### src/design/vap_pkg.sv
// ----------------------------------------------------------------------------
// vap_pkg
// Shared types and constants for the volume-at-price profile core.
// ----------------------------------------------------------------------------
package vap_pkg;

	localparam int TABLE_DEPTH_DEF = 256;
	localparam int PRICE_W  = 32;
	localparam int SIZE_W   = 24;
	localparam int TIME_W   = 32;
	localparam int VOL_W    = 32;
	localparam int WIN_W    = 16;
	localparam int SLOT_W   = 8;
	localparam logic [WIN_W-1:0] WINDOW_RESET = 16'd60;

	typedef enum logic [1:0] {
		SIDE_NONE = 2'd0,
		SIDE_BUY  = 2'd1,
		SIDE_SELL = 2'd2,
		SIDE_RSVD = 2'd3
	} side_t;

	typedef enum logic [1:0] {
		ST_OK       = 2'd0,
		ST_NO_PRICE = 2'd1,
		ST_FULL     = 2'd2,
		ST_RSVD     = 2'd3
	} result_status_t;

	// one stored price level
	typedef struct packed {
		logic [PRICE_W-1:0] price;
		logic [VOL_W-1:0]   recent_ask;
		logic [VOL_W-1:0]   total_ask;
		logic [VOL_W-1:0]   recent_bid;
		logic [VOL_W-1:0]   total_bid;
		logic [TIME_W-1:0]  last_time;
	} level_t;

	localparam int LEVEL_W = $bits(level_t);

	typedef enum logic [3:0] {
		S_IDLE,
		S_RD,
		S_CMP,
		S_INS,
		S_SHR,
		S_SHW,
		S_RDP,
		S_UPD_HIT,
		S_UPD_NEW,
		S_ERR_PRICE,
		S_ERR_FULL
	} ctrl_state_t;

	typedef enum logic [1:0] {
		RA_IDX,
		RA_JM1,
		RA_POS
	} rd_sel_t;

	// controller -> datapath
	typedef struct packed {
		logic    load;
		logic    idx_inc;
		rd_sel_t rd_sel;
		logic    pos_from_idx;
		logic    pos_from_count;
		logic    wr_shift;
		logic    upd_hit;
		logic    upd_new;
		logic    err_price;
		logic    err_full;
	} vap_cmd_t;

	// datapath -> controller
	typedef struct packed {
		logic in_price_valid;
		logic idx_at_count;
		logic price_eq;
		logic price_gt;
		logic table_full;
		logic j_at_pos;
	} vap_stat_t;

endpackage

### src/design/vap_ctrl.sv
// ----------------------------------------------------------------------------
// vap_ctrl
// Sequencer: scans the sorted table, opens a gap for a new price, then
// updates the level and issues the result.
// ----------------------------------------------------------------------------
module vap_ctrl import vap_pkg::*; (
	input  logic      clk,
	input  logic      arst_n,
	input  logic      start,
	input  vap_stat_t stat,
	output vap_cmd_t  cmd,
	output logic      busy
);

	ctrl_state_t state_q, state_nx;

	always_ff @(posedge clk or negedge arst_n) begin
		if (!arst_n) begin
			state_q <= S_IDLE;
		end else begin
			state_q <= state_nx;
		end
	end

	// next state
	always_comb begin
		state_nx = state_q;
		case (state_q)
			S_IDLE: begin
				if (start) state_nx = S_RD;
			end
			S_RD: begin
				if (!stat.in_price_valid) state_nx = S_ERR_PRICE;
				else if (stat.idx_at_count) state_nx = S_INS;
				else state_nx = S_CMP;
			end
			S_CMP: begin
				if (stat.price_eq) state_nx = S_RDP;
				else if (stat.price_gt) state_nx = S_INS;
				else state_nx = S_RD;
			end
			S_INS: begin
				if (stat.table_full) state_nx = S_ERR_FULL;
				else state_nx = S_SHR;
			end
			S_SHR: begin
				if (stat.j_at_pos) state_nx = S_UPD_NEW;
				else state_nx = S_SHW;
			end
			S_SHW:       state_nx = S_SHR;
			S_RDP:       state_nx = S_UPD_HIT;
			S_UPD_HIT:   state_nx = S_IDLE;
			S_UPD_NEW:   state_nx = S_IDLE;
			S_ERR_PRICE: state_nx = S_IDLE;
			S_ERR_FULL:  state_nx = S_IDLE;
			default:     state_nx = S_IDLE;
		endcase
	end

	// command decode
	always_comb begin
		cmd = '0;
		cmd.rd_sel = RA_IDX;
		case (state_q)
			S_IDLE: cmd.load = start;
			S_RD: cmd.rd_sel = RA_IDX;
			S_CMP: begin
				cmd.idx_inc      = !stat.price_eq && !stat.price_gt;
				cmd.pos_from_idx = stat.price_eq || stat.price_gt;
			end
			S_INS: cmd.pos_from_count = 1'b1;
			S_SHR: cmd.rd_sel = RA_JM1;
			S_SHW: cmd.wr_shift = 1'b1;
			S_RDP: cmd.rd_sel = RA_POS;
			S_UPD_HIT: cmd.upd_hit = 1'b1;
			S_UPD_NEW: cmd.upd_new = 1'b1;
			S_ERR_PRICE: cmd.err_price = 1'b1;
			S_ERR_FULL: cmd.err_full = 1'b1;
			default: cmd = '0;
		endcase
	end

	assign busy = (state_q != S_IDLE);

endmodule

### config.mk
export PLATFORM = sky130hd
export DESIGN_NAME = vap_ctrl
export DESIGN_NICKNAME = d
export VERILOG_FILES = /design/src/design/vap_pkg.sv /design/src/design/vap_ctrl.sv
export SDC_FILE = /design/constraint.sdc
export NUM_CORES = 1
export LEC_CHECK = 0
export BUFFER_PORTS_ARGS = -buffer_cell sky130_fd_sc_hd__buf_2
export CAP_MARGIN = 20
export CORE_AREA = 2 2 39 41
export DETAILED_ROUTE_END_ITERATION = 12
export DIE_AREA = 0 0 41 43
export GPL_TIMING_DRIVEN = 0
export PLACE_DENSITY = 0.62
export SLEW_MARGIN = 20
export SYNTH_ARGS = -nofsm -noshare
export SYNTH_HDL_FRONTEND = slang
export SYNTH_SLANG_ARGS = --single-unit
### constraint.sdc
create_clock -name clk -period 1.5 [get_ports clk]
set_clock_uncertainty 0.05 [all_clocks]
set_input_delay 0.225 -clock clk [delete_from_list [all_inputs] [get_ports clk]]
set_output_delay 0.225 -clock clk [all_outputs]
set_load 0.01 [all_outputs]
==> results.yml <==
routing:
  num_vias: 512
  first_pass_iters: 4
  drtIter0Drc: 10
  wire_per_inst_um: 12.8
  antenna_left: 0
  wl_um: 1310
  viasPerCell: 4.97
  drc: 0
floorplanning:
  core_um2: 1380
  die_height_um: 43
  die_x_um: 41
  dieArea_um2: 1760
  start_util_pct: 28.5
  ios: 21
  row_count: 14
cts:
  numCtsBuffers: 3
  cts_buffer_depth: 2
  clk_root_buffer_cell: "clkbuf_4"
  cts_tree: "done"
  cts_htree_levels: 1
  clkLatencyLatePin_ns: 0.23
  path_clk_slew_ns: 0.03
  cts.sinks: 4
grt:
  globalRouteMet3Util_pct: 7.85
  met1_usage_pct: 24.1
  grt_max_degree: 11
  grt_pass1_wl_um: 2130
  grt_pass1_vias: 464
  grtUsageMet2_pct: 25.6
  grt_usage_pct: 17.8
  grt_overflow: 0
  busiest_layer: "met2"
  antenna_found_initial: 0
sta:
  max_freq_mhz: 648
  finalSetupTns_ns: -0.0457
  tightest_slew_ns: 0.277
  slew_violations: 0
  hold_viol: 0
  finalCritPeriodShare_pct: 103
  min_period_ns: 1.54
  layout_setup_ws_ns: -0.0429
  rsz0062_at_grt: "yes"
  hold_slack_ns: 0.218
  slew_headroom_pct: 81.3
  finalSetupViolations: 2
yosys:
  ys.flop_type: "dfrtp_1"
  ys_seq_area_share_pct: 25.4
  yosys-top-cells-area: "dfrtp_1 (25%), nor2_1 (12%), nor3_1 (5.1%)"
  synth_top_area_share_pct: 25.4
  syn_avg_cell_area_um2: 7.44
  synth.top_cells.by_count: "nor2_1 (13), dfrtp_1 (4), nor3_1 (4), nand2b_1 (3)"
  synth_edf_count: 0
  ys_ff_latch: 4
  syn_inst: 53
  yosysMostFrequentCell: "nor2_1"
  synth_top_cell_by_area: "dfrtp_1"
  async_flop_share_pct: 100
  ys_warn_count: 0
  syn_area_um2: 394
  syn_nets: 62
  synth_cell_types: 26
worst_setup_path:
  path_max_fanout: 4
  worstPathRequired_ns: 1.22
  rr_worst_depth: 5
  cp-end-kind: "output pin"
  start_kind: "flip-flop"
  endpoint: "cmd[9]"
  worstReg2RegEnd: "state_q[1]"
  reg2reg_from: "state_q[2]"
  rrSetupSlack_ns: 0.20
  cp.arrival_ns: 1.27
  critPathKind: "reg2out"
  cp-startpoint: "state_q[3]"
layout:
  fin_nets: 98
  num-fill-cells: 147
  regArea_um2: 103
  top_regs: "state_q x4"
  drive_gt1_share_pct: 59.8
  max_flop_register: "state_q"
  multi_input_area_um2: 334
  syn_to_final_growth_pct: 84.1
  largest_reg_flops: 4
  final_core_util_pct: 52.4
  n_antenna_cell: 0
place:
  place_congestion: 0.750
  hpwl_um: 775
  portBuffers: 20
  preCtsSetupSlack_ns: 0.0492
hold_path:
  worstHoldPathCells: 3
  hp-class: "in2reg"
flow_run:
  max-cap-violations: 0
power:
  p_leak_nw: 0.367
  power_density_nw_per_um2: 2040
  irDropWorstVdd_uv: 824
outcome:
  violations: "setup timing"
  status: "finished with violations"
==> power by group <==
| group | total (mW) | internal, mW | switching [mW] | leakage, nW |
|---|---|---|---|---|
| Clock | 0.132 | 0.0894 | 0.0428 | 0.0138 |
| Combinational | 1.12 | 0.591 | 0.527 | 0.304 |
| Sequential | 0.228 | 0.163 | 0.0642 | 0.0491 |
==> worst min-delay path by stage <==
stage / startpoint / endpoint / slack (ns)
finish: stat[0] / state_q[3] / 0.22
global route: stat[0] / state_q[3] / 0.23
detailed placement: arst_n / state_q[2] / -0.02
floorplan: arst_n / state_q[0] / -0.12
CTS: stat[0] / state_q[3] / 0.22
global placement: arst_n / state_q[2] / -0.02
==> routing by layer <==
metal / share of wire [%] / wire (um) / vias up
met5: 0 / 0 / -
met4: 0 / 0 / 0
met3: 7.1 / 93 / 0
met2: 49 / 640 / 19
met1: 44 / 579 / 241
li1: - / - / 252
==> metrics by stage <==
stage          total power [mW]  cell area [um^2]  std cells
2_1_floorplan             0.710               394         53
3_3_place_gp              0.890               514         89
3_5_place_dp              0.896               514         89
4_1_cts                    1.34               666        100
5_1_grt                    1.59               726        103
6_report                   1.48               726        103
==> cell families (layout without fill, tap and decap cells) <==
group / count (synthesis) / count (layout) / share of synthesized area (%)
DFF: 4 / 4 / 25.4
and+or+nand+nor: 33 / 33 / 45.1
AOI/OAI and AO/OA: 9 / 9 / 17.5
muxes: 1 / 1 / 2.86
buffers and inverters: 6 / 40 / 9.21
==> worst max-delay path, stage by stage (launching register included) <==
cell and delay, ns:
dfrtp_2 0.43, buf_12 0.14, nor2_4 0.12, nor4b_4 0.18, buf_2 0.16
==> area by class of cell <==
class	instances	area share (%)
clock buffer	3	3.10
tap	16	2.76
buffer	3	4.66
timing repair buffer	32	28.3
inverter	2	1.03
multi-input combinational	43	46.0
sequential	4	14.1
==> cell usage in the layout, fill, tap and decap left out, types with 2 or more instances in the layout <==
master / n
a21oi_1: 2
a2bb2oi_1: 2
and2b_1: 2
buf_2: 20
buf_4: 11
clkbuf_4: 3
dfrtp_1: 2
dfrtp_2: 2
inv_1: 2
nand2_1: 2
nand2b_4: 3
nand3b_1: 2
nor2_1: 11
nor2_4: 2
nor3_2: 3
==> what timing repair did <==
item                                    4_1_cts  5_1_grt
hold buffers                                  1        0
resized for setup                            13        8
pin swaps                                     2        4
endpoints found under the setup margin       11       11
endpoints found under the hold margin         4        0
setup buffers                                 7        4
No activity file was read; power rests on OpenSTA's default activity.
